==> src/rtl/core/lsmb_pkg.sv <==
// ----------------------------------------------------------------------------
// lsmb_pkg
// Shared types and constants for the lidar sector minimum binning block.
// ----------------------------------------------------------------------------
package lsmb_pkg;

  // Sector layout: the turn is split evenly into SECTORS bins.
  localparam int SECTORS = 8;
  localparam int SEC_W   = $clog2(SECTORS);

  // Sample queue between the front and back parts.
  localparam int Q_DEPTH = 4;
  localparam int Q_AW    = $clog2(Q_DEPTH);

  localparam logic [15:0] NO_RETURN = 16'hFFFF;
  localparam logic [15:0] HALF_TURN = 16'h8000;

  // Configuration register indexes.
  localparam int CFG_IDX_W = 3;
  localparam logic [CFG_IDX_W-1:0] REG_START_ANGLE = 3'd0;
  localparam logic [CFG_IDX_W-1:0] REG_ANGLE_STEP  = 3'd1;
  localparam logic [CFG_IDX_W-1:0] REG_MIN_RANGE   = 3'd2;
  localparam logic [CFG_IDX_W-1:0] REG_MAX_RANGE   = 3'd3;

  // Register values after reset.
  localparam logic [15:0] RST_START_ANGLE = 16'h8000;
  localparam logic [15:0] RST_ANGLE_STEP  = 16'd182;
  localparam logic [15:0] RST_MIN_RANGE   = 16'd100;
  localparam logic [15:0] RST_MAX_RANGE   = 16'd30000;

  // Configuration as seen by the front part.
  typedef struct packed {
    logic [15:0] start_angle;
    logic [15:0] angle_step;
    logic [15:0] min_range_mm;
    logic [15:0] max_range_mm;
  } cfg_t;

  // One classified sample on its way to the back part.
  typedef struct packed {
    logic [15:0]      range_mm;
    logic [SEC_W-1:0] sector;
    logic             keep;
    logic             last;
  } entry_t;

endpackage

==> src/rtl/core/lidar_sector_min_binning.sv <==
// ----------------------------------------------------------------------------
// lidar_sector_min_binning
// Bins lidar range samples into angular sectors and reports sector minima.
// ----------------------------------------------------------------------------
// Usage: samples enter through push/full, one item per cycle while full is
// low. Each item gets a beam angle that starts at start_angle and advances by
// angle_step. Items that are not finite or fall outside the range window are
// dropped; the rest lower the minimum of their sector.
// The item flagged end_of_scan closes the scan: the back part then scans
// every sector for the best one and then places one result item per sector
// in the output register, sector 0 first, last_of_run on the final one.
// Samples stream at one per cycle while full is low; the four-entry sample
// queue keeps accepting during a drain, and full rises once it fills.
// If the receiver holds pop low, the output register holds its item and the
// drain waits; new samples still fill the queue.
// Configuration writes are always accepted (cfg_ready is always high).
// Reset loads the register defaults, clears all minima to 65535 and empties
// the sample queue and the output register.
// ----------------------------------------------------------------------------
module lidar_sector_min_binning (
  input  logic                           clk,
  input  logic                           rst,
  input  logic                           push,
  output logic                           full,
  input  logic [15:0]                    range_mm,
  input  logic                           not_finite,
  input  logic                           end_of_scan,
  output logic                           empty,
  input  logic                           pop,
  output logic [2:0]                     sector_index,
  output logic [15:0]                    sector_min_mm,
  output logic [2:0]                     open_sector,
  output logic signed [2:0]              steer_eighths_pi,
  output logic                           last_of_run,
  input  logic                           cfg_valid,
  output logic                           cfg_ready,
  input  logic [lsmb_pkg::CFG_IDX_W-1:0] cfg_index,
  input  logic [15:0]                    cfg_data
);
  import lsmb_pkg::*;

  cfg_t   cfg;
  entry_t front_entry;
  entry_t back_entry;
  logic   take;
  logic   q_full;
  logic   q_empty;
  logic   q_rd;
  logic   cfg_wr;
  logic   load_start;

  assign cfg_ready  = 1'b1;
  assign cfg_wr     = cfg_valid && cfg_ready;
  assign load_start = cfg_wr && (cfg_index == REG_START_ANGLE);
  assign full       = q_full;
  assign take       = push && !q_full;

  // Configuration registers; unknown indexes are ignored.
  always_ff @(posedge clk) begin
    if (rst) begin
      cfg.start_angle  <= RST_START_ANGLE;
      cfg.angle_step   <= RST_ANGLE_STEP;
      cfg.min_range_mm <= RST_MIN_RANGE;
      cfg.max_range_mm <= RST_MAX_RANGE;
    end else if (cfg_wr) begin
      case (cfg_index)
        REG_START_ANGLE: cfg.start_angle  <= cfg_data;
        REG_ANGLE_STEP:  cfg.angle_step   <= cfg_data;
        REG_MIN_RANGE:   cfg.min_range_mm <= cfg_data;
        REG_MAX_RANGE:   cfg.max_range_mm <= cfg_data;
        default: begin
        end
      endcase
    end
  end

  lsmb_front u_front (
    .clk         (clk),
    .rst         (rst),
    .cfg         (cfg),
    .load_start  (load_start),
    .load_value  (cfg_data),
    .take        (take),
    .range_mm    (range_mm),
    .not_finite  (not_finite),
    .end_of_scan (end_of_scan),
    .entry       (front_entry)
  );

  lsmb_queue u_queue (
    .clk     (clk),
    .rst     (rst),
    .wr      (take),
    .wr_data (front_entry),
    .rd      (q_rd),
    .rd_data (back_entry),
    .full    (q_full),
    .empty   (q_empty)
  );

  lsmb_back u_back (
    .clk              (clk),
    .rst              (rst),
    .entry            (back_entry),
    .q_empty          (q_empty),
    .q_rd             (q_rd),
    .pop              (pop),
    .empty            (empty),
    .sector_index     (sector_index),
    .sector_min_mm    (sector_min_mm),
    .open_sector      (open_sector),
    .steer_eighths_pi (steer_eighths_pi),
    .last_of_run      (last_of_run)
  );

endmodule

==> src/rtl/core/lsmb_front.sv <==
// ----------------------------------------------------------------------------
// lsmb_front
// Accepts samples, tracks the beam angle and classifies each sample into a
// sector with a keep flag for the range gate.
// ----------------------------------------------------------------------------
module lsmb_front (
  input  logic              clk,
  input  logic              rst,
  input  lsmb_pkg::cfg_t    cfg,
  input  logic              load_start,
  input  logic [15:0]       load_value,
  input  logic              take,
  input  logic [15:0]       range_mm,
  input  logic              not_finite,
  input  logic              end_of_scan,
  output lsmb_pkg::entry_t  entry
);
  import lsmb_pkg::*;

  logic [15:0] beam_angle;
  logic [15:0] shifted;
  logic [31:0] prod;

  // Sector is the angle plus a half turn, scaled to the sector count.
  assign shifted = beam_angle + HALF_TURN;
  assign prod    = 32'(shifted) * 32'(SECTORS);

  always_comb begin
    entry.range_mm = range_mm;
    entry.sector   = prod[16 +: SEC_W];
    entry.keep     = !not_finite && (range_mm >= cfg.min_range_mm) &&
                     (range_mm <= cfg.max_range_mm);
    entry.last     = end_of_scan;
  end

  // The angle advances per item, restarts after the last item of a scan and is loaded by a start angle write.
  always_ff @(posedge clk) begin
    if (rst) begin
      beam_angle <= RST_START_ANGLE;
    end else if (load_start) begin
      beam_angle <= load_value;
    end else if (take) begin
      if (end_of_scan) begin
        beam_angle <= cfg.start_angle;
      end else begin
        beam_angle <= beam_angle + cfg.angle_step;
      end
    end
  end

endmodule

==> src/rtl/core/lsmb_queue.sv <==
// ----------------------------------------------------------------------------
// lsmb_queue
// Short first-in first-out queue of classified samples between the front and
// back parts.
// ----------------------------------------------------------------------------
module lsmb_queue (
  input  logic              clk,
  input  logic              rst,
  input  logic              wr,
  input  lsmb_pkg::entry_t  wr_data,
  input  logic              rd,
  output lsmb_pkg::entry_t  rd_data,
  output logic              full,
  output logic              empty
);
  import lsmb_pkg::*;

  entry_t          slots [Q_DEPTH];
  logic [Q_AW-1:0] wr_ptr;
  logic [Q_AW-1:0] rd_ptr;
  logic [Q_AW:0]   count;

  assign full    = (count == (Q_AW+1)'(Q_DEPTH));
  assign empty   = (count == '0);
  assign rd_data = slots[rd_ptr];

  // Pointer and fill count bookkeeping.
  always_ff @(posedge clk) begin
    if (rst) begin
      wr_ptr <= '0;
      rd_ptr <= '0;
      count  <= '0;
    end else begin
      if (wr) begin
        wr_ptr <= wr_ptr + 1'b1;
      end
      if (rd) begin
        rd_ptr <= rd_ptr + 1'b1;
      end
      if (wr && !rd) begin
        count <= count + 1'b1;
      end else if (rd && !wr) begin
        count <= count - 1'b1;
      end
    end
  end

  // Storage needs no reset.
  always_ff @(posedge clk) begin
    if (wr) begin
      slots[wr_ptr] <= wr_data;
    end
  end

endmodule

==> src/rtl/core/lsmb_back.sv <==
// ----------------------------------------------------------------------------
// lsmb_back
// Applies classified samples to the sector minima and, at the end of a scan,
// finds the best sector and drains one item per sector into the output.
// ----------------------------------------------------------------------------
module lsmb_back (
  input  logic              clk,
  input  logic              rst,
  input  lsmb_pkg::entry_t  entry,
  input  logic              q_empty,
  output logic              q_rd,
  input  logic              pop,
  output logic              empty,
  output logic [2:0]        sector_index,
  output logic [15:0]       sector_min_mm,
  output logic [2:0]        open_sector,
  output logic signed [2:0] steer_eighths_pi,
  output logic              last_of_run
);
  import lsmb_pkg::*;

  localparam logic [1:0] ST_RUN  = 2'd0;
  localparam logic [1:0] ST_SCAN = 2'd1;
  localparam logic [1:0] ST_EMIT = 2'd2;

  logic [1:0]       state;
  logic [15:0]      minima [SECTORS];
  logic [SEC_W-1:0] cnt;
  logic [SEC_W-1:0] best;
  logic [15:0]      best_val;
  logic             out_valid;
  logic [SEC_W-1:0] rd_idx;
  logic [15:0]      rd_val;
  logic             cnt_end;
  logic             out_free;
  logic             out_load;
  logic [2:0]       steer;

  // One read port into the minima, shared by update, scan and drain.
  assign rd_idx   = (state == ST_RUN) ? entry.sector : cnt;
  assign rd_val   = minima[rd_idx];
  assign cnt_end  = (cnt == SEC_W'(SECTORS - 1));
  assign out_free = !out_valid || pop;
  assign out_load = (state == ST_EMIT) && out_free;
  assign q_rd     = (state == ST_RUN) && !q_empty;
  assign empty    = !out_valid;
  assign steer    = 3'(32'(best) - 32'(SECTORS / 2));

  // Sequencer: update minima, scan for the best sector, then drain.
  always_ff @(posedge clk) begin
    if (rst) begin
      state     <= ST_RUN;
      cnt       <= '0;
      best      <= '0;
      best_val  <= '0;
      out_valid <= 1'b0;
      for (int s = 0; s < SECTORS; s++) begin
        minima[s] <= NO_RETURN;
      end
    end else begin
      // The output register fills on a drain step and empties when popped.
      if (out_load) begin
        out_valid <= 1'b1;
      end else if (pop) begin
        out_valid <= 1'b0;
      end
      case (state)
        ST_RUN: begin
          if (!q_empty) begin
            if (entry.keep && (entry.range_mm < rd_val)) begin
              minima[entry.sector] <= entry.range_mm;
            end
            if (entry.last) begin
              state    <= ST_SCAN;
              cnt      <= '0;
              best     <= '0;
              best_val <= '0;
            end
          end
        end
        ST_SCAN: begin
          // Strictly greater keeps the lowest index on a tie.
          if (rd_val > best_val) begin
            best_val <= rd_val;
            best     <= cnt;
          end
          cnt <= cnt + 1'b1;
          if (cnt_end) begin
            state <= ST_EMIT;
          end
        end
        ST_EMIT: begin
          if (out_free) begin
            cnt <= cnt + 1'b1;
            if (cnt_end) begin
              state <= ST_RUN;
              for (int s = 0; s < SECTORS; s++) begin
                minima[s] <= NO_RETURN;
              end
            end
          end
        end
        default: begin
          state <= ST_RUN;
        end
      endcase
    end
  end

  // Output register payload.
  always_ff @(posedge clk) begin
    if (out_load) begin
      sector_index     <= 3'(cnt);
      sector_min_mm    <= rd_val;
      open_sector      <= 3'(best);
      steer_eighths_pi <= steer;
      last_of_run      <= cnt_end;
    end
  end

endmodule

==> config.mk <==
export PLATFORM = sky130hd
export DESIGN_NAME = lidar_sector_min_binning
export DESIGN_NICKNAME = d
export VERILOG_FILES = /design/src/rtl/core/lsmb_pkg.sv /design/src/rtl/core/lidar_sector_min_binning.sv /design/src/rtl/core/lsmb_front.sv /design/src/rtl/core/lsmb_queue.sv /design/src/rtl/core/lsmb_back.sv
export SDC_FILE = /design/constraint.sdc
export NUM_CORES = 1
export LEC_CHECK = 0
export ABC_AREA = 1
export BUFFER_PORTS_ARGS = -buffer_cell sky130_fd_sc_hd__buf_2
export CAP_MARGIN = 20
export CORE_ASPECT_RATIO = 0.6
export CORE_MARGIN = 2
export CORE_UTILIZATION = 42
export DETAILED_ROUTE_END_ITERATION = 12
export SYNTH_ARGS = -nofsm -noshare
export SYNTH_HDL_FRONTEND = slang
export SYNTH_SLANG_ARGS = --single-unit
==> constraint.sdc <==
create_clock -name clk -period 5.9 [get_ports clk]
set_input_delay 1.18 -clock clk [delete_from_list [all_inputs] [get_ports clk]]
set_output_delay 1.18 -clock clk [all_outputs]
set_load 0.02 [all_outputs]
==> Yosys cells after proc, flatten, opt, wreduce, memory -nomap -nowiden <==
Memory sizes are Yosys's and may differ from the RTL's. A register that Yosys moved wholly into a read port is not among the register bits.
Index checks and enable logic that the tools add are counted.
{ "word_totals": {"register_bits": 138, "ramBits": 212, "output_inout_bits": 29, "memories": 2} }
{ "memory_table": {"columns": ["memory", "depth", "word_bits", "rd", "rd_ports_with_merged_regs", "wr", "line", "text"], "rows": [
  ["u_back.minima", 8, 16, 1, 0, 8, "lsmb_back.sv:27", "logic [15:0] minima [SECTORS];"],
  ["u_queue.slots", 4, 21, 1, 1, 1, "lsmb_queue.sv:18", "entry_t slots [Q_DEPTH];"]
]} }
{ "op_classes": {"n_addsub": 8, "magnitude_cmp": 4, "eq_ne": 13, "mux": 51, "bitwise": 8, "n_reduce_logical": 32} }
{ "ops": {"columns": ["cell", "n"], "rows": [
  ["16-bit 2-to-1 mux", 15],
  ["16-bit one-hot mux with 2 select lines", 1],
  ["3-bit 2-to-1 mux", 8],
  ["1-bit 2-to-1 mux", 17],
  ["16-bit adder", 1],
  ["16-bit adder (second input constant)", 1],
  ["16-bit >= comparator", 1],
  ["16-bit greater-than comparator", 1],
  ["16-bit less-or-equal comparator", 1],
  ["16-bit < comparator", 1],
  ["16-bit OR reduction", 1],
  ["2-bit 2-to-1 mux", 7],
  ["1-bit logical AND", 9],
  ["3-bit one-hot mux with 3 select lines", 1],
  ["2-bit by 1-bit != test with 1-bit output (second input constant)", 4],
  ["1-bit OR", 8],
  ["2-bit AND reduction", 4],
  ["4-bit AND reduction", 2],
  ["2-bit nonzero test", 4],
  ["3-bit by 1-bit adder with 3-bit output (second input constant)", 2],
  ["3-bit by 2-bit == test with 1-bit output (second input constant)", 2],
  ["3-bit == test (second input constant)", 2],
  ["1-bit logical NOT", 6],
  ["3-bit logical NOT", 2],
  ["other kinds (13)", 15]
]} }

==> Longest topological paths before layout <==
Gate-level depths: netlist of run 1.
An unclocked memory read counts as a cell.
{ "depth": {"ltp_word": 12, "mapped_depth": 29, "mapped_depth_nobuf": 25} }

==> Modules after synthesis <==
From an unflattened synthesis of run 1, not the netlist that was laid out.
{ "hier_totals": {"cells_unflattened": 1946, "hier_area_um2": 17695.7} }
{ "modules_own_cells": {"columns": ["mod", "instances", "cells_each", "area_per_inst_um2", "seq_area_each_um2"], "rows": [
  ["lsmb_back", 1, 877, 8779.7, 5064.9],
  ["lsmb_queue", 1, 262, 3613.5, 2702.6],
  ["lsmb_front", 1, 440, 2707.6, 320.3],
  ["lidar_sector_min_binning", 1, 367, 2595.0, 1281.2]
]} }

==> Least setup slack after synthesis of run 1 <==
OpenSTA, ideal clock, no wires.
{ "synth_path": {"path_type": "reg-to-reg", "startpoint": "register u_back.state[0]", "endpoint": "memory u_back.minima[1][0] (enable)", "t_arrival_ns": 3.929, "t_required_ns": 5.528, "path_slack_ns": 1.599, "path_stages_with_launch": 22, "path_buffers": 4, "cell_sequence": "dfxtp_1 -> inv_1 -> ha_1 -> buf_2 -> or2_2 -> nand2_2 -> clkbuf_1 -> o21ai_0 -> o22ai_1 -> inv_1 -> o21ai_0 -> inv_1 -> ha_1 -> a21oi_1 -> nor2_1 -> a211oi_1 -> o2111ai_1 -> a221oi_1 -> buf_2 -> clkbuf_1 -> nand3_1 -> nand2_1"} }
{ "synth_rtl": {"columns": ["item", "line", "text"], "rows": [
  ["start, declared", "lsmb_back.sv:26", "logic [1:0] state;"],
  ["start signal, assigned", "lsmb_back.sv:52", "state <= ST_RUN;"],
  ["start signal, assigned", "lsmb_back.sv:74", "state <= ST_SCAN;"],
  ["start signal, assigned", "lsmb_back.sv:89", "state <= ST_EMIT;"],
  ["end, declared", "lsmb_back.sv:27", null]
]} }

==> results of run 1 <==
## through the flow
| stage | instances | total power [mW] | setup WS [ns] | util | hold slack [ns] |
|---|---|---|---|---|---|
| 2_1_floorplan | 1716 | 5.66 | 1.60 | - | 0.409 |
| 3_3_place_gp | 2245 | 7.15 | 0.681 | 0.449 | 0.445 |
| 3_5_place_dp | 2245 | 7.19 | 0.495 | 0.449 | 0.427 |
| 4_1_cts | 2310 | 9.60 | 0.456 | 0.481 | 0.460 |
| 5_1_grt | 2313 | 10.3 | 0.0168 | 0.482 | 0.473 |
| 6_report | 2313 | 9.71 | 0.426 | 0.482 | 0.445 |
## cell families after synthesis
family,synth area share
adders and majority gates,0.0699
AOI/OAI and AO/OA,0.127
and+or+nand+nor,0.168
muxes,0.000600
buffers and inverters,0.0658
xor gates and xnor gates,0.00630
other,0.000225
DFF,0.562
## final timing paths
path                            cells after the start                                 to  slack, ns                          from
worst max register to register                     22  u_back.minima[4][6]$_SDFFCE_PN1P_       0.43  u_back.state[0]$_SDFFE_PP0P_
worst min register to register                      0    u_back.open_sector[0]$_DFFE_PP_       0.44   u_back.best[0]$_SDFFE_PP0P_
worst min-delay path                                0    u_back.open_sector[0]$_DFFE_PP_       0.44   u_back.best[0]$_SDFFE_PP0P_
worst max-delay path                               22  u_back.minima[4][6]$_SDFFCE_PN1P_       0.43  u_back.state[0]$_SDFFE_PP0P_
## Yosys cell counts, types with 6 or more instances
library cell | n | area [sq um]
nand2_1 | 297 | 1110
edfxtp_1 | 236 | 7090
inv_1 | 159 | 597
nor2_1 | 134 | 503
a21oi_1 | 131 | 656
nand4_1 | 131 | 820
o21ai_0 | 126 | 631
dfxtp_1 | 114 | 2280
ha_1 | 90 | 1130
clkbuf_1 | 69 | 259
nand3_1 | 39 | 195
o22ai_1 | 28 | 175
o211ai_1 | 23 | 173
a32oi_1 | 16 | 140
buf_2 | 16 | 80.1
a31oi_1 | 15 | 93.8
nor3_1 | 11 | 55.1
xor2_1 | 9 | 78.8
a211oi_1 | 8 | 60.1
buf_6 | 7 | 78.8
o21ai_2 | 7 | 61.3
buf_1 | 6 | 22.5
buf_4 | 6 | 45.0
## layer usage
layer  wire [um]  global-route usage  vias up
met5           0                   0        -
met4         512              0.0395        0
met3        6080              0.0874       43
met2       17600               0.286      595
met1       22500               0.364     6146
li1            -                   -     6195
## flip-flops by register name, indices dropped and copies added (netlist names), 2 cells and up, named ones only
name,flops
cfg,64
u_back.best,3
u_back.best_val,16
u_back.cnt,3
u_back.minima,128
u_back.open_sector,3
u_back.sector_index,3
u_back.sector_min_mm,16
u_back.state,2
u_front.beam_angle,16
u_queue.count,3
u_queue.rd_ptr,2
u_queue.slots,84
u_queue.wr_ptr,2
## power by group
group | internal [mW] | total [mW] | switching [mW]
registers | 2.91 | 3.01 | 0.108
clock network | 1.43 | 2.41 | 0.979
logic | 1.18 | 4.29 | 3.11
total | 5.52 | 9.71 | 4.20
## worst register-to-register path, stage by stage, from the launching register on
cell,delay (ns)
dfxtp_1,0.34
inv_1,0.11
ha_1,0.39
inv_1,0.17
nand2_1,0.26
nand2_4,0.28
clkinv_1,0.17
buf_12,0.27
nor2_1,0.08
o22ai_1,0.26
nand2_1,0.11
o21ai_0,0.09
buf_4,0.19
inv_1,0.07
ha_1,0.29
a21oi_1,0.14
nor2_1,0.06
a211oi_1,0.28
o2111ai_1,0.21
a221oi_4,0.27
buf_12,0.37
nand3_1,0.13
nand2_1,0.57
## timing repair
| action | in CTS | in global routing |
|---|---|---|
| resized for setup | 0 | 6 |
| hold endpoints to repair | 0 | 0 |
| endpoints found under the setup margin | 0 | 82 |
| buffers inserted | 0 | 0 |
## final cells by class
type                            instances  area, sq um
Clock buffer                           46         1000
Clock inverter                         19          244
Fill cell                            3553        20200
Inverter                              161          607
Multi-Input combinational cell       1100         6270
Sequential cell                       350         9370
Tap cell                              522          653
Timing Repair Buffer                  115          723
==> results.cfg, run 1 <==
[place]
io_buffers = 69
gp_congestion = 1.00
place_area_sq_mm = 0.0176
dp_hpwl_um = 32100

[yosys]
syn-mean-instance-area_sq_um = 9.72
synth_fp_nets = 1850
synth_edf_count = 236
yosysUniqueCellTypes = 48
yosys_warnings = 0
yosys_register_bits = 350
syn_inst = 1716
synth_ff_type = edfxtp_1
synthArstFlopShare = 0
seq_area_frac_synth = 0.562
syn_area_sq_mm = 0.0167

[clock_network]
cts_tree = built
cts_num_sinks = 350
cts.clk_slew.worst_paths_ns = 0.07
htree_levels = 2
clkLatencyLatePin_ns = 0.54
numCtsBuffers = 36
cts_hold_repair.buffers = 0
cts_buffer_depth = 3
root_buffer = clkbuf_16

[routing]
finalWirelength_um = 46700
vias = 13000
ant_nets = 0
firstDrtPassIters = 5
post_drt_wl_per_cell_um = 20.2
drc = 0
via_per_inst = 5.61
drt_iter0_drc = 1634

[grt]
grt_overflow = 0
track_usage = 0.229
first_global_vias = 11600
antenna_found_initial = 0
grt_pass1_wl_um = 71500
grt_max_degree = 79

[floorplanning]
die_w_um = 261
start_util = 0.426
rows = 56
die-height_um = 158
die-area_sq_mm = 0.0414
core_area_sq_mm = 0.0391
io_pins = 71

[finish]
layout-drive-gt1-share = 0.113
final_cell_mix = nand2_1 (291), edfxtp_1 (236), inv_1 (159)
final_area_sq_mm = 0.0189
antennaDiodeCount = 0
area_growth_pct = 13.1
final_common_cell = nand2_1
layout.nets = 1898

[setup_path]
end_kind = flop
cpPeakStageDelay_ns = 0.57
start_kind = flop
worstPathArrival_ns = 5.64
crit_buf_inv = 7
worstPathRequired_ns = 6.06
crit_slowest_cell = nand2_1
crit_type = flop to flop
crit_chain = inv_1 -> ha_1 -> inv_1 -> nand2_1 -> nand2_4 -> clkinv_1 -> buf_12 -> nor2_1 -> o22ai_1 -> nand2_1 -> o21ai_0 -> buf_4 -> inv_1 -> ha_1 -> a21oi_1 -> nor2_1 -> a211oi_1 -> o2111ai_1 -> a221oi_4 -> buf_12 -> nand3_1 -> nand2_1
path_max_fanout = 78
critPathTopFamily = simple AND/OR/NAND/NOR gates

[sta]
finalSetupViolCount = 0
finalHoldViolCount = 0
skew_ns = 0.0347
min_period_ns = 5.47
tightest_slew_ns = 1.06
fin_crit_sh = 0.928
maxSlewViolCount = 0
relSlewSlack = 0.291
rsz0062_at_grt = no
max_freq_mhz = 183
setup_tns_ns = 0

[power_and_ir_drop]
peakVddDrop_mv = 0.255
power_density_mw_per_mm2 = 515
p_leak_nw = 6.83

[run]
maxCapViolCount = 0

[min_path]
min-delay-path-class = flop to flop

[status]
outcome = finished, final reports clean
No activity file was read; power rests on OpenSTA's default activity.
==> inputs of run 2 (changes only) <==
--- a/config.mk
+++ b/config.mk
@@ -8,10 +8,13 @@
 export ABC_AREA = 1
 export BUFFER_PORTS_ARGS = -buffer_cell sky130_fd_sc_hd__buf_2
 export CAP_MARGIN = 20
+export CELL_PAD_IN_SITES_DETAIL_PLACEMENT = 1
+export CELL_PAD_IN_SITES_GLOBAL_PLACEMENT = 1
 export CORE_ASPECT_RATIO = 0.6
 export CORE_MARGIN = 2
 export CORE_UTILIZATION = 42
 export DETAILED_ROUTE_END_ITERATION = 12
+export PLACE_DENSITY_LB_ADDON = 0.1
 export SYNTH_ARGS = -nofsm -noshare
 export SYNTH_HDL_FRONTEND = slang
 export SYNTH_SLANG_ARGS = --single-unit
==> results.cfg, run 2 (synthesis results as in run 1) <==
[status]
outcome = finished, final reports clean

[power_and_ir_drop]
p_total_mw = 9.62
clkPwrFrac = 0.231
p_leak_nw = 6.83
peakVddDrop_mv = 0.272
seqPwrFrac = 0.313
power_density_mw_per_mm2 = 511
power.internal_mw = 5.35
p_sw_mw = 4.27
pwr-share-comb = 0.455
switching_share = 0.444

[setup_path]
critPathTopFamily = compound AO/OA/AOI/OAI gates
crit_buf_inv = 7
path_max_fanout = 33
worstPathRequired_ns = 6.12
crit_chain = inv_1 -> ha_1 -> or2_2 -> nand2_2 -> inv_1 -> buf_4 -> o21ai_0 -> o22ai_1 -> inv_1 -> o21ai_0 -> inv_1 -> ha_1 -> a21oi_1 -> nor2_1 -> a211oi_1 -> o2111ai_1 -> a221oi_4 -> buf_4 -> nand3_1 -> nand2_1 -> buf_4
crit_type = flop to flop
crit_slowest_cell = o21ai_0
cpPeakStageDelay_ns = 0.45
start_kind = flop
end_kind = flop
crit_path_frequent_cell = inv_1
worstPathArrival_ns = 5.54

[finish]
largest_reg_flops = 128
antennaDiodeCount = 0
regMostFlops = u_back.minima
layout.nets = 1909
top_regs = u_back.minima x128, u_queue.slots x84, cfg x64
area_growth_pct = 12.9
layout-drive-gt1-share = 0.112
final_cell_mix = nand2_1 (297), edfxtp_1 (236), inv_1 (159)
finalNonFillerCells = 2324
final_common_cell = nand2_1

[floorplanning]
die-height_um = 158
die_w_um = 261
core_area_sq_mm = 0.0391
io_pins = 71
start_util = 0.426
die-area_sq_mm = 0.0414
rows = 56

[place]
gp_congestion = 0.871
dp_hpwl_um = 37200
place_inst = 2259
io_buffers = 69
post-place-ws_ns = 0.755

[clock_network]
cts_tree = built
cts_buffer_depth = 3
clkLatencyLatePin_ns = 0.54
cts_hold_repair.buffers = 0
root_buffer = clkbuf_16
cts.clk_slew.worst_paths_ns = 0.06
htree_levels = 2
cts_setup_buffers = 0
cts_num_sinks = 350
numCtsBuffers = 36
post_cts_resized = 0

[grt]
grt_use_met1 = 0.410
busiest_layer = met1
met3_usage = 0.0632
grt_max_degree = 105
globalRouteMet2Util = 0.354
grt_overflow = 0
grt_pass1_wl_um = 80400
track_usage = 0.259
antenna_found_initial = 0
first_global_vias = 13100

[sta]
tightest_slew_ns = 0.872
relSlewSlack = 0.418
skew_ns = 0.0257
min_period_ns = 5.32
max_freq_mhz = 188
finalHoldViolCount = 0
finalSetupViolCount = 0
setup_tns_ns = 0
maxSlewViolCount = 0
rsz0062_at_grt = no
fin_crit_sh = 0.902
setup_ws_ns = 0.581

[routing]
vias = 13200
ant_nets = 0
via_per_inst = 5.70
post_drt_wl_per_cell_um = 22.7
firstDrtPassIters = 6
drc = 0
finalWirelength_um = 52900
drt_iter0_drc = 1154

[run]
maxCapViolCount = 0

[min_path]
min-delay-path-class = flop to flop
==> run 2: changes by cell type in the layout (fill, tap and decap cells not counted), moves of 2 or more <==
cell	change
buf_4	+10
nand2_1	+6
nand2_2	-6
clkinvlp_4	+2
bufinv_16	-4
clkinv_1	+6
buf_12	+2
==> run 2: final cells by class <==
class,instances,area (sq um)
clock buffer,45,987
clock inverter,20,134
fill,4414,20300
inverter,161,607
multi-input combinational,1100,6250
sequential,350,9370
tap,522,653
timing repair buffer,126,823
==> run 2: worst paths after layout <==
| kind | slack, ns | from | cells past startpoint | endpoint |
|---|---|---|---|---|
| hold / removal | 0.45 | u_back.best[0]$_SDFFE_PP0P_ | 0 | u_back.open_sector[0]$_DFFE_PP_ |
| hold reg to reg | 0.45 | u_back.best[0]$_SDFFE_PP0P_ | 0 | u_back.open_sector[0]$_DFFE_PP_ |
| setup / recovery | 0.58 | u_back.state[0]$_SDFFE_PP0P_ | 21 | u_back.minima[3][10]$_SDFFCE_PN1P_ |
| setup reg to reg | 0.58 | u_back.state[0]$_SDFFE_PP0P_ | 21 | u_back.minima[3][10]$_SDFFCE_PN1P_ |
==> run 2: power groups by stage <==
stage	combinational, mW	clock, mW	sequential [mW]
2_1_floorplan	2.58	0	3.08
3_3_place_gp	4.20	0	3.06
3_5_place_dp	4.31	0	3.07
4_1_cts	4.34	2.27	3.02
5_1_grt	4.86	2.36	3.04
6_report	4.38	2.22	3.02
==> run 2: metrics by stage <==
step | utilization | hold WS, ns | area [sq um]
after floorplan | - | 0.409 | 16700
after global placement | 0.453 | 0.429 | 17700
after detailed placement | 0.453 | 0.434 | 17700
after CTS | 0.481 | 0.448 | 18800
after global routing | 0.481 | 0.461 | 18800
final | 0.481 | 0.453 | 18800
==> run 2: worst register-to-register path: cells and delay by family (launching register included) <==
family | cells | cell delay [ns]
AOI/OAI and AO/OA | 7 | 1.69
buffers and inverters | 7 | 1.41
and+or+nand+nor | 5 | 0.98
adders and majority gates | 2 | 0.58
DFF | 1 | 0.34
==> run 2: layer usage <==
layer | vias up | routed length, um
li1 | 6203 | -
met1 | 6608 | 26700
met2 | 374 | 20900
met3 | 55 | 4470
met4 | 0 | 786
met5 | - | 0
==> inputs of run 3 (changes only) <==
--- a/config.mk
+++ b/config.mk
@@ -17,4 +17,5 @@
 export PLACE_DENSITY_LB_ADDON = 0.1
 export SYNTH_ARGS = -nofsm -noshare
 export SYNTH_HDL_FRONTEND = slang
+export SYNTH_HIERARCHICAL = 1
 export SYNTH_SLANG_ARGS = --single-unit
==> results.cfg, run 3 <==
[place]
gp_congestion = 0.849
place_area_sq_mm = 0.0184
io_buffers = 69
dp_hpwl_um = 39800
post-place-ws_ns = 0.637

[finish]
final_common_cell = nand2_1
final_area_sq_mm = 0.0196
regMostFlops = u_back/minima
layout.nets = 2103
antennaDiodeCount = 0
area_growth_pct = 10.8
layout-drive-gt1-share = 0.110
final_cell_mix = nand2_1 (285), nor2_1 (276), edfxtp_1 (236)
top_regs = u_back/minima x128, u_queue/slots x84, cfg x64
final_util = 0.470
largest_reg_flops = 128

[routing]
via_per_inst = 5.59
finalWirelength_um = 56800
ant_nets = 0
drc = 0
vias = 14400
firstDrtPassIters = 5
drt_iter0_drc = 1518
post_drt_wl_per_cell_um = 22.1

[yosys]
synth_ff_type = edfxtp_1
synth_commonest_cells = nand2_1 (285), nor2_1 (278), edfxtp_1 (236), inv_1 (189), nand4_1 (137)
synth_edf_count = 236
synth_fp_nets = 2080
yosys_register_bits = 350
seq_area_frac_synth = 0.529
yosysTopAreaCellShare = 0.400
yosysTopAreaCell = edfxtp_1
yosys_warnings = 6
ys_top_cells_by_area = edfxtp_1 (40%), dfxtp_1 (13%), ha_1 (6.4%)
yosysMostFrequentCell = nand2_1
syn_area_sq_mm = 0.0177
syn_inst = 1946
syn-mean-instance-area_sq_um = 9.09
yosysUniqueCellTypes = 46
synthArstFlopShare = 0

[sta]
min_period_ns = 5.39
finalSetupViolCount = 0
rsz0062_at_grt = no
relSlewSlack = 0.299
fin_crit_sh = 0.913
maxSlewViolCount = 0
max_freq_mhz = 186
finalHoldViolCount = 0
hold_ws_ns = 0.439
setup_tns_ns = 0
setup_ws_ns = 0.511
tightest_slew_ns = 1.05
skew_ns = 0.0187

[setup_path]
path_max_fanout = 63
crit_type = flop to flop
end_kind = flop
crit_chain = inv_8 -> o21ai_1 -> o22ai_1 -> nand2_2 -> nand2_4 -> buf_4 -> o21ai_0 -> o22ai_1 -> nand2_1 -> o21a_1 -> ha_1 -> nand2_1 -> nand4_1 -> a31oi_4 -> buf_4 -> nand4_1
crit_slowest_cell = a31oi_4
ff2ff_setup_slack_ns = 0.51
cpPeakStageDelay_ns = 0.63
start_kind = flop
worstPathArrival_ns = 5.65
worstPathRequired_ns = 6.16

[clock_network]
cts_buffer_depth = 3
cts.clk_slew.worst_paths_ns = 0.07
cts_tree = built
post_cts_resized = 0
root_buffer = clkbuf_16
cts_setup_buffers = 0
clkLatencyLatePin_ns = 0.54
htree_levels = 2
cts_hold_repair.buffers = 0
numCtsBuffers = 37
cts_num_sinks = 350

[power_and_ir_drop]
p_leak_nw = 7.45
power_density_mw_per_mm2 = 512
peakVddDrop_mv = 0.297

[grt]
first_global_vias = 14200
antenna_found_initial = 0
grt_overflow = 0
grt_max_degree = 68
grt_pass1_wl_um = 87700
track_usage = 0.264

[floorplanning]
die-height_um = 163
core_area_sq_mm = 0.0417
start_util = 0.424
rows = 58
die_w_um = 269
io_pins = 71
die-area_sq_mm = 0.0438

[run]
maxCapViolCount = 0

[status]
outcome = finished, final reports clean

[min_path]
min-delay-path-class = flop to flop
-- run 3: changes by cell type after synthesis, moves of 23 or more --
| cell | change |
|---|---|
| a21oi_1 | -45 |
| buf_4 | +26 |
| clkbuf_1 | -23 |
| inv_1 | +30 |
| nand3_1 | +74 |
| nor2_1 | +144 |
| o21ai_0 | -26 |
| o21ai_1 | +34 |
-- run 3: final cells by class --
cell class / count / area, sq um
clock inverters: 17 / 146
fillers: 4842 / 22100
well taps: 570 / 713
inverters: 204 / 773
repair buffers: 114 / 696
multi-input cells: 1262 / 6880
flip-flops and latches: 350 / 9370
clock buffers: 51 / 1040
-- run 3: path summary, 6_finish.rpt --
kind	to	depth (start not counted)	start
setup / recovery	u_back/minima[1][9]$_SDFFCE_PN1P_	16	flop
hold / removal	u_back/open_sector[2]$_DFFE_PP_	0	u_back/best[2]$_SDFFE_PP0P_
setup reg to reg	u_back/minima[1][9]$_SDFFCE_PN1P_	16	flop
hold reg to reg	u_back/open_sector[2]$_DFFE_PP_	0	u_back/best[2]$_SDFFE_PP0P_
-- run 3: layer usage --
metal,vias to the layer above,GRT usage,part of all wire
met2,436,0.353,0.39
met5,-,0,0
li1,6755,-,-
met1,7131,0.441,0.53
met3,43,0.0434,0.069
met4,0,0.0419,0.011
-- run 3: per-stage QoR --
| stage | power [mW] | std cells |
|---|---|---|
| floorplan | 5.95 | 1946 |
| global placement | 7.52 | 2500 |
| detailed placement | 7.65 | 2500 |
| CTS | 10.0 | 2568 |
| global route | 10.7 | 2568 |
| finish | 10.0 | 2568 |
-- run 3: worst max-delay path: cells and delay by family, from the launching register on --
family          cells  cell delay, ns
fa+ha+maj           1            0.35
buf+inv             3            1.33
flops               1            0.45
compound gates      6            1.90
simple gates        6            1.01
-- run 3: power by group --
part | switching (mW) | internal [mW]
Sequential | 0.115 | 2.93
Clock | 1.03 | 1.33
Combinational | 3.40 | 1.24
Total | 4.55 | 5.50
-- run 3: kinds of logic after synthesis --
group,share of synthesized area
and+or+nand+nor,0.213
other,0.000212
xor gates and xnor gates,0.00346
adders and majority gates,0.0659
buffers and inverters,0.0866
DFF,0.529
AOI/OAI and AO/OA,0.102
